$ cat src/sv/spq_pkg.sv
// shared types and constants of the sorted priority queue
// no dependencies
package spq_pkg;

  localparam int DEPTH = 16;
  localparam int CNT_W = $clog2(DEPTH + 1);
  localparam int VAL_W = 32;

  localparam logic CMD_INSERT = 1'b0;
  localparam logic CMD_POP    = 1'b1;

  localparam logic [1:0] STATUS_OK        = 2'd0;
  localparam logic [1:0] STATUS_POP_EMPTY = 2'd1;
  localparam logic [1:0] STATUS_INS_FULL  = 2'd2;

  typedef struct packed {
    logic       insert_en;
    logic       pop_en;
    logic       load_rsp;
    logic [1:0] status;
  } spq_ctrl_t;

  typedef struct packed {
    logic empty;
    logic full;
  } spq_stat_t;

endpackage

$ cat src/sv/spq_req_if.sv
// request channel: command and value with valid/ready
// depends on spq_pkg
interface spq_req_if;
  logic                              valid;
  logic                              ready;
  logic                              command;
  logic signed [spq_pkg::VAL_W-1:0]  value;

  modport source (output valid, command, value, input ready);
  modport sink (input valid, command, value, output ready);
endinterface

$ cat src/sv/spq_rsp_if.sv
// response channel: queue snapshot and status with valid/ready
// depends on spq_pkg
interface spq_rsp_if;
  logic                              valid;
  logic                              ready;
  logic signed [spq_pkg::VAL_W-1:0]  front_value;
  logic signed [spq_pkg::VAL_W-1:0]  rear_value;
  logic [4:0]                        entry_count;
  logic                              is_empty;
  logic [1:0]                        status;

  modport source (output valid, front_value, rear_value, entry_count, is_empty, status,
                  input ready);
  modport sink (input valid, front_value, rear_value, entry_count, is_empty, status,
                output ready);
endinterface

$ cat src/sv/spq_ctrl.sv
// controller: handshake, command decode and status code
// depends on spq_pkg
module spq_ctrl (
  input  logic               clk,
  input  logic               rst,
  input  logic               req_valid,
  input  logic               req_command,
  output logic               req_ready,
  output logic               rsp_valid,
  input  logic               rsp_ready,
  input  spq_pkg::spq_stat_t stat,
  output spq_pkg::spq_ctrl_t ctrl
);

  typedef enum logic {ST_IDLE, ST_HOLD} state_t;

  state_t state;
  state_t state_next;
  logic   accept;

  // a waiting result leaves in the same cycle a new beat comes in
  assign req_ready = (state == ST_IDLE) || rsp_ready;
  assign rsp_valid = (state == ST_HOLD);
  assign accept    = req_valid && req_ready;

  always_comb begin
    ctrl           = '0;
    ctrl.load_rsp  = accept;
    ctrl.status    = spq_pkg::STATUS_OK;
    if (req_command == spq_pkg::CMD_INSERT) begin
      if (stat.full) begin
        ctrl.status = spq_pkg::STATUS_INS_FULL;
      end else begin
        ctrl.insert_en = accept;
      end
    end else begin
      if (stat.empty) begin
        ctrl.status = spq_pkg::STATUS_POP_EMPTY;
      end else begin
        ctrl.pop_en = accept;
      end
    end
  end

  always_comb begin
    state_next = state;
    unique case (state)
      ST_IDLE: begin
        if (accept) state_next = ST_HOLD;
      end
      ST_HOLD: begin
        if (!accept && rsp_ready) state_next = ST_IDLE;
      end
      default: state_next = ST_IDLE;
    endcase
  end

  always_ff @(posedge clk) begin
    if (rst) begin
      state <= ST_IDLE;
    end else begin
      state <= state_next;
    end
  end

endmodule

$ cat src/sv/spq_datapath.sv
// datapath: sorted entry row, count, rear tracker and response register
// depends on spq_pkg
module spq_datapath (
  input  logic                              clk,
  input  logic                              rst,
  input  spq_pkg::spq_ctrl_t                ctrl,
  output spq_pkg::spq_stat_t                stat,
  input  logic signed [spq_pkg::VAL_W-1:0]  value,
  output logic signed [spq_pkg::VAL_W-1:0]  front_value,
  output logic signed [spq_pkg::VAL_W-1:0]  rear_value,
  output logic [4:0]                        entry_count,
  output logic                              is_empty,
  output logic [1:0]                        status
);

  logic signed [spq_pkg::VAL_W-1:0] entries      [spq_pkg::DEPTH];
  logic signed [spq_pkg::VAL_W-1:0] entries_next [spq_pkg::DEPTH];
  logic signed [spq_pkg::VAL_W-1:0] rear;
  logic signed [spq_pkg::VAL_W-1:0] rear_next;
  logic [spq_pkg::CNT_W-1:0]        count;
  logic [spq_pkg::CNT_W-1:0]        count_next;
  logic [spq_pkg::DEPTH-1:0]        valid;
  logic [spq_pkg::DEPTH-1:0]        shift;

  assign stat.empty = (count == '0);
  assign stat.full  = (count == spq_pkg::CNT_W'(spq_pkg::DEPTH));

  // every cell compares against the new value in parallel
  for (genvar g = 0; g < spq_pkg::DEPTH; g++) begin : g_cell
    assign valid[g] = (count > spq_pkg::CNT_W'(g));
    assign shift[g] = valid[g] && (value < entries[g]);

    logic signed [spq_pkg::VAL_W-1:0] pop_src;
    if (g < spq_pkg::DEPTH - 1) begin : g_pop
      assign pop_src = entries[g+1];
    end else begin : g_pop_last
      assign pop_src = entries[g];
    end

    if (g == 0) begin : g_first
      always_comb begin
        entries_next[g] = entries[g];
        if (ctrl.insert_en) begin
          if (shift[g] || !valid[g]) entries_next[g] = value;
        end else if (ctrl.pop_en) begin
          entries_next[g] = pop_src;
        end
      end
    end else begin : g_rest
      always_comb begin
        entries_next[g] = entries[g];
        if (ctrl.insert_en) begin
          if (shift[g-1]) begin
            entries_next[g] = entries[g-1];
          end else if ((shift[g] || !valid[g]) && valid[g-1]) begin
            // insertion point: previous cell stays, this one takes the value
            entries_next[g] = value;
          end
        end else if (ctrl.pop_en) begin
          entries_next[g] = pop_src;
        end
      end
    end
  end

  always_comb begin
    count_next = count;
    rear_next  = rear;
    if (ctrl.insert_en) begin
      count_next = count + spq_pkg::CNT_W'(1);
      if (stat.empty || !(value < rear)) rear_next = value;
    end else if (ctrl.pop_en) begin
      count_next = count - spq_pkg::CNT_W'(1);
    end
  end

  always_ff @(posedge clk) begin
    if (rst) begin
      count <= '0;
    end else begin
      count <= count_next;
    end
  end

  always_ff @(posedge clk) begin
    if (ctrl.insert_en || ctrl.pop_en) begin
      entries <= entries_next;
      rear    <= rear_next;
    end
  end

  // response snapshot of the state after the beat
  always_ff @(posedge clk) begin
    if (ctrl.load_rsp) begin
      front_value <= (count_next == '0) ? '0 : entries_next[0];
      rear_value  <= (count_next == '0) ? '0 : rear_next;
      entry_count <= 5'(count_next);
      is_empty    <= (count_next == '0);
      status      <= ctrl.status;
    end
  end

endmodule

$ cat src/sv/sorted_priority_queue.sv
// top level of the sorted priority queue
// depends on spq_pkg, spq_req_if, spq_rsp_if, spq_ctrl, spq_datapath
//
// usage:
//   req channel carries one beat per operation: command 0 inserts value at
//   its sorted place (after equal values), command 1 pops the smallest entry.
//   rsp channel returns exactly one beat per request: smallest and largest
//   stored values (0 when empty), entry count, empty flag and status
//   (0 ok, 1 pop on empty ignored, 2 insert on full dropped).
// latency: the response is valid the cycle after the request is accepted.
// throughput: one operation per cycle while the receiver takes each response;
//   every cell of the sorted register row compares against the new value in
//   the same cycle, and the response register turns over each cycle.
// stall: while a response waits, req ready follows rsp ready, so a new beat
//   is taken in the cycle the waiting response leaves.
// reset: synchronous, clears the count and the pending response; entry
//   contents are not cleared and are never shown before they are written.
module sorted_priority_queue (
  input logic        clk,
  input logic        rst,
  spq_req_if.sink    req,
  spq_rsp_if.source  rsp
);

  spq_pkg::spq_ctrl_t ctrl;
  spq_pkg::spq_stat_t stat;

  spq_ctrl u_ctrl (
    .clk         (clk),
    .rst         (rst),
    .req_valid   (req.valid),
    .req_command (req.command),
    .req_ready   (req.ready),
    .rsp_valid   (rsp.valid),
    .rsp_ready   (rsp.ready),
    .stat        (stat),
    .ctrl        (ctrl)
  );

  spq_datapath u_datapath (
    .clk         (clk),
    .rst         (rst),
    .ctrl        (ctrl),
    .stat        (stat),
    .value       (req.value),
    .front_value (rsp.front_value),
    .rear_value  (rsp.rear_value),
    .entry_count (rsp.entry_count),
    .is_empty    (rsp.is_empty),
    .status      (rsp.status)
  );

endmodule

$ cat src/flat_wrapper.sv
// flat-port wrapper written by rule: the top's interface ports become plain ports
module sorted_priority_queue_flat 
  (clk, rst, req_valid, req_command, req_value, req_ready, rsp_valid, rsp_front_value, rsp_rear_value, rsp_entry_count, rsp_is_empty, rsp_status, rsp_ready);
  spq_req_if req_i ();
  spq_rsp_if rsp_i ();
  input logic clk;
  input logic rst;
  input wire logic [$bits(req_i.valid)-1:0] req_valid;
  input wire logic [$bits(req_i.command)-1:0] req_command;
  input wire logic [$bits(req_i.value)-1:0] req_value;
  output wire logic [$bits(req_i.ready)-1:0] req_ready;
  output wire logic [$bits(rsp_i.valid)-1:0] rsp_valid;
  output wire logic [$bits(rsp_i.front_value)-1:0] rsp_front_value;
  output wire logic [$bits(rsp_i.rear_value)-1:0] rsp_rear_value;
  output wire logic [$bits(rsp_i.entry_count)-1:0] rsp_entry_count;
  output wire logic [$bits(rsp_i.is_empty)-1:0] rsp_is_empty;
  output wire logic [$bits(rsp_i.status)-1:0] rsp_status;
  input wire logic [$bits(rsp_i.ready)-1:0] rsp_ready;
  assign req_i.valid = req_valid;
  assign req_i.command = req_command;
  assign req_i.value = req_value;
  assign req_ready = req_i.ready;
  assign rsp_valid = rsp_i.valid;
  assign rsp_front_value = rsp_i.front_value;
  assign rsp_rear_value = rsp_i.rear_value;
  assign rsp_entry_count = rsp_i.entry_count;
  assign rsp_is_empty = rsp_i.is_empty;
  assign rsp_status = rsp_i.status;
  assign rsp_i.ready = rsp_ready;
  sorted_priority_queue u_core (.clk(clk), .rst(rst), .req(req_i), .rsp(rsp_i));
endmodule
$ cat config.mk
export PLATFORM = sky130hd
export DESIGN_NAME = sorted_priority_queue_flat
export DESIGN_NICKNAME = d
export VERILOG_FILES = /design/src/sv/spq_pkg.sv /design/src/sv/spq_req_if.sv /design/src/sv/spq_rsp_if.sv /design/src/sv/spq_ctrl.sv /design/src/sv/spq_datapath.sv /design/src/sv/sorted_priority_queue.sv /design/src/flat_wrapper.sv
export SDC_FILE = /design/constraint.sdc
export NUM_CORES = 2
export LEC_CHECK = 0
export ABC_CLOCK_PERIOD_IN_PS = 12100
export BUFFER_PORTS_ARGS = -buffer_cell sky130_fd_sc_hd__buf_2
export CAP_MARGIN = 20
export CORE_ASPECT_RATIO = 0.5
export CORE_MARGIN = 1.5
export CORE_UTILIZATION = 60
export CTS_BUF_LIST = sky130_fd_sc_hd__clkbuf_2 sky130_fd_sc_hd__clkbuf_4 sky130_fd_sc_hd__clkbuf_8
export CTS_CLUSTER_SIZE = 24
export DETAILED_ROUTE_END_ITERATION = 7
export PLACE_DENSITY = 0.77
export SLEW_MARGIN = 15
export SYNTH_ARGS = -nofsm -noshare
export SYNTH_HDL_FRONTEND = slang
export SYNTH_SLANG_ARGS = --single-unit
$ cat constraint.sdc
create_clock -name clk -period 12.1 [get_ports clk]
set_clock_uncertainty 0.2 [all_clocks]
set_input_delay 3.025 -clock clk [delete_from_list [all_inputs] [get_ports clk]]
set_output_delay 3.025 -clock clk [all_outputs]
set_load 0.05 [all_outputs]
---- Yosys cells after proc, flatten, opt, wreduce, memory -nomap -nowiden ----
Cells that the tools add are included.
word-level totals
  flip-flop bits (word level) ............. 622
  bits in latches ......................... 0
  memory bits (writable) .................. 0
  bits in read-only memories .............. 0
  input port bits ......................... 37
  output and inout port bits .............. 74
  logic and storage cells ................. 239
  memories kept ........................... 0
operators by class
  add/subtract/negate cells ............... 2
  multiply operators ...................... 0
  divide/modulo/power cells ............... 0
  magnitude comparators ................... 33
  eq/ne operators ......................... 15
  shift-type cells ........................ 0
  multiplexer cells ....................... 75
  bitwise gates (word level) .............. 1
  reduce and logical (&&, ||, !) cells .... 89
operators with widths
  kind                 count
  $mux 32              63
  $lt 32x32->1         17
  $reduce_and 3->1     15
  $ne 3x1->1 const B   14
  $gt 5x4->1 const B   8
  $logic_and 1x1->1    33
  $gt 5x3->1 const B   4
  $logic_or 1x1->1     19
  $logic_not 1->1      18
  $gt 5x1->1 const B   2
  $gt 5x2->1 const B   2
  $logic_not 5->1      2
  $mux 5               2
  $mux 1               7
  $add 5x1->5 const B  1
  $eq 5x5->1 const B   1
  $sub 5x1->5 const B  1
  $mux 2               2
  $reduce_bool 2->1    2
  $pmux 1 s2           1
  $not 1->1            1

---- Longest topological paths before layout ----
  depth in word-level cells ............... 8
  gate-level depth with buffers ........... 12
  gate-level depth less buffers ........... 10

---- Hierarchy ----
From an unflattened synthesis, not the netlist that was laid out.
second synthesis, totals
  cells, all modules ...................... 4386
  area, all modules ....................... 44254.9 sq um
modules (own cells, without submodules)
  module        times used  cells each  area each (sq um)  seq. area each (sq um)
  spq_datapath  1           4376        44151.1            18597.8
  spq_ctrl      1           10          103.8              20.0

---- Worst setup path after synthesis ----
Ideal clock, no wire load.
  kind .................................... input -> register
  start point ............................. input rsp_ready
  end point ............................... register u_core.u_datapath.front_value[23] (netlist bit) (data pin)
  library setup time ...................... 0.166 ns
  arrival time ............................ 8.274 ns
  data required time ...................... 11.734 ns
  path slack .............................. 3.461 ns
  stages on the path ...................... 8
  path buffers ............................ 1
  path through ............................ nand2b_1 nand2_1 inv_1 nand3_1 nand2_1 clkbuf_1 a31oi_1 nor3b_1
on the way
  longest elaborated chain between the ends .. 7
  elaborated cells between the ends (all ways) .. 11
  those cells by class .................... mux (8); reduce/logical (3)
RTL lines
  element                         line                source
  start, declared                 flat_wrapper.sv:18  input wire logic [$bits(rsp_i.ready)-1:0] rsp_ready;
  $logic_or 1x1->1 (*)            spq_ctrl.sv:22      assign req_ready = (state == ST_IDLE) || rsp_ready;
  $logic_and 1x1->1 (*)           spq_ctrl.sv:24      assign accept = req_valid && req_ready;
  named net u_core.u_ctrl.accept  spq_ctrl.sv:19      logic accept;
  $mux 1                          spq_ctrl.sv:37      if (stat.empty) begin
  $mux 1                          spq_ctrl.sv:30      if (req_command == spq_pkg::CMD_INSERT) begin
  $mux 5                          spq_datapath.sv:72  end else if (ctrl.pop_en) begin
  $mux 5                          spq_datapath.sv:69  if (ctrl.insert_en) begin
  $logic_not 5->1                 spq_datapath.sv:95  front_value <= (count_next == '0) ? '0 : entries_next[0];
  end signal, assigned            spq_datapath.sv:95
  end, declared                   spq_datapath.sv:9   output logic signed [spq_pkg::VAL_W-1:0] front_value,
The timed path passes the listed nets; every way through them passes the cells marked *.
A chain may end at the register's enable or synchronous reset.

---- Worst setup path after layout ----
  start point ............................. input rsp_ready
  end point ............................... register u_core.u_datapath.front_value[2] (netlist bit) (data pin)
Same word-level chain as after synthesis.

==> results_dict.tcl <==
set metrics [dict create \
    outcome "complete, no violations" \
    antenna_found_initial 2 \
    critical_path_peak_fanout 75 \
    layout-drive-gt1-share_pct 11.0 \
    critPathMostFrequentCell "buf_4" \
    endpoint_kind "register" \
    r2r_start "u_core.u_datapath.count[0]$_SDFF_PP0_" \
    startpoint_type "primary input" \
    dp_hpwl_um 90800 \
    cts_num_sinks 622 \
    synthCells 4460 \
    dp_cells 5327 \
    drc_errors 0 \
    grtUsageTotal_pct 32.0 \
    worstPathArrival_ps 7160 \
    wl_um 124000 \
    final.setup.worst_slack_ps 5300 \
    worstMarginPinSlew_ps 1110 \
    r2r_end "u_core.u_datapath.front_value[2]$_SDFFCE_PP0P_" \
    final_common_cell "edfxtp_1" \
    htreeDepth 3 \
    setup_viol 0 \
    core-area_mm2 0.0730 \
    clockPowerShare_pct 28.4 \
    clockBufferDepth 3 \
    top_level_ports 111 \
    hp-class "reg2reg" \
    globalplace.congestion 0.959 \
    setup_tns_ps 0 \
    grt_pass1_wl_um 192000 \
    worstRegToRegCells 10 \
    place_ws_ps 4540 \
    critPathSlowestCell "and3_2" \
    syn_area_mm2 0.0443 \
    grt_start_max_net_pins 232 \
    grt-ovfl-total 0 \
    cp_cell_sequence "buf_2 > nand2b_1 > nand2_1 > inv_2 > buf_4 > and3_2 > a22oi_2 > xnor2_4 > nor4_4 > buf_4 > nor3b_1" \
    rsz0062_at_grt "no" \
    postCtsHoldBufs 0 \
    slew_headroom_pct 23.9 \
    crit_required_ps 12460 \
    via_per_inst 6.69 \
    finalHoldViolCount 0 \
    synth_nets 5029 \
    synth_top_area_cell "edfxtp_1" \
    cts_setup_buffers 0 \
    area_growth_pct 7.97 \
    grt_pass1_vias 34100 \
    nets 5025 \
    p_leak_uw 0.0200 \
    cap_violations 0 \
    drt-initial-drc-count 4469 \
    p_switching_uw 2230 \
    hold_path_depth 2 \
    rows 70 \
    whs_endpoint "u_core.u_ctrl.rsp_valid$_SDFF_PP0_" \
    clock_latency_ps 760 \
    critical_path_class "in2reg" \
    avgSynthCellArea_um2 9.93 \
    rrSetupSlack_ps 7240 \
    worstHoldStart "u_core.u_ctrl.rsp_valid$_SDFF_PP0_" \
    cts-root-buf "clkbuf_8" \
    swShare_pct 34.5 \
    cts_buffers 95 \
    synth_seq_area_share_pct 42.0 \
    mostFrequentLayoutCells "616 x edfxtp_1, 546 x inv_1, 532 x ha_1, 469 x nand2_1, 315 x nand3_1" \
    postCtsResizedCells 0 \
    ant_nets 0 \
    final_cell_count_no_fill 5498 \
    cts_tree "built" \
    synth_edf_count 616 \
    slowest_delay_ps 1070 \
    die_area_mm2 0.0756 \
    clk_pin_slew_ps 60 \
    drv_slew 0 \
    period_share_pct 56.2 \
    synthFlopType "edfxtp_1" \
    vias 36800 \
    synthDistinctLibCells 90 \
    fmax_ghz 0.147 \
    finalCriticalPeriod_ps 6800 \
    die_w_um 387 \
    p_int_uw 4230 \
    io_buffers 110 \
    initial_core_util_pct 60.7 \
    yosysTopAreaCellShare_pct 41.7 \
    wire_per_inst_um 22.5 \
    synth.area.top_cells "edfxtp_1 42%, ha_1 15%, o221ai_1 4.9%, inv_1 4.6%, nand2_1 4.0%" \
    async_flop_share_pct 0 \
    power.density_mw_per_mm2 135 \
    firstDrtPassIters 6 \
    power_frac_seq_pct 44.2 \
    yosysWarnings 0 \
    peakVddDrop_uv 167 \
    ys_seq_elements 622 \
    die_height_um 195 \
    power_frac_comb_pct 27.4 \
]
[kinds of logic after synthesis]
kind of cell	count (synthesis)	share of synthesized area, %
AOI/OAI and AO/OA	1075	17.8
xor gates and xnor gates	4	0.113
adders and majority gates	532	15.0
buffers and inverters	836	7.42
DFF	622	42.0
muxes	173	4.10
and+or+nand+nor	1218	13.5
[synthesized netlist by cell type (all sizes together) (21+ instances only)]
cell type  number
nand2b         31
o41a           32
nor3           23
and3           40
o211ai         21
a31oi          46
buf            87
nor3b          36
a21oi         164
nor2b          53
mux2i         107
o21ai         202
o31a           33
nor2          105
nand3         315
a21boi         33
mux2           66
nand4          75
edfxtp        616
a21o           78
o311ai         32
o221ai        249
nand2         471
ha            532
o221a          32
inv           547
clkbuf        202
a211oi         24
a22oi          35
[per-stage QoR]
stage | hold slack (ps) | cell area [um^2] | power [uW] | utilization (%)
global placement | 301 | 45800 | 4520 | 62.7
finish | 333 | 47800 | 6460 | 65.5
global route | 362 | 47800 | 6730 | 65.5
floorplan | 322 | 44300 | 4090 | -
CTS | 339 | 47700 | 6420 | 65.3
detailed placement | 330 | 45900 | 4620 | 62.8
[per-layer routing]
metal	part of all wire (%)	vias to the layer above	track usage (%)
li1	-	16800	-
met1	45	17600	48.5
met2	40	2187	44.7
met3	12	245	7.71
met4	2.8	0	9.83
met5	0	-	0
[power by group through the flow]
| stage | clock [uW] | combinational, uW | sequential, uW |
|---|---|---|---|
| 2_1_floorplan | 0 | 1070 | 3020 |
| 3_3_place_gp | 0 | 1640 | 2890 |
| 3_5_place_dp | 0 | 1720 | 2890 |
| 4_1_cts | 1840 | 1730 | 2850 |
| 5_1_grt | 1930 | 1930 | 2870 |
| 6_report | 1840 | 1770 | 2860 |
[registers in the layout, indices dropped and copies added (netlist names), 2 cells and up]
| signal | cells |
|---|---|
| u_core.u_datapath.count | 5 |
| u_core.u_datapath.entry_count | 5 |
| u_core.u_datapath.rear_value | 32 |
| u_core.u_datapath.status | 2 |
| u_core.u_datapath.g_cell.pop_src | 480 |
| u_core.u_datapath.front_value | 32 |
| u_core.u_datapath.entries | 32 |
| u_core.u_datapath.rear | 32 |
[worst max-delay path: cells and delay by family]
| family | cells | cell delay (ps) |
|---|---|---|
| buf+inv | 4 | 1260 |
| xor+xnor | 1 | 820 |
| simple gates | 5 | 1730 |
| compound gates | 1 | 290 |
[layout make-up]
type / instances / area, um^2
Sequential cell: 622 / 18600
Clock buffer: 123 / 1550
Multi-Input combinational cell: 3002 / 22800
Clock inverter: 42 / 320
Tap cell: 972 / 1220
Fill cell: 5644 / 25200
Antenna cell: 2 / 5.00
Timing Repair Buffer: 188 / 1300
Inverter: 547 / 2050
[how the worst max path moves through the flow]
stage,slack [ps],cells past startpoint,startpoint,to
2_1_floorplan,3460,8,rsp_ready,u_core.u_datapath.front_value[23]$_SDFFCE_PP0P_
3_3_place_gp,4640,13,rsp_ready,u_core.u_datapath.front_value[31]$_SDFFCE_PP0P_
3_5_place_dp,4540,11,rsp_ready,u_core.u_datapath.front_value[21]$_SDFFCE_PP0P_
4_1_cts,5350,11,rsp_ready,u_core.u_datapath.front_value[0]$_SDFFCE_PP0P_
5_1_grt,4990,11,rsp_ready,u_core.u_datapath.front_value[0]$_SDFFCE_PP0P_
6_report,5300,11,rsp_ready,u_core.u_datapath.front_value[2]$_SDFFCE_PP0P_
(Power assumes the default switching activity.)
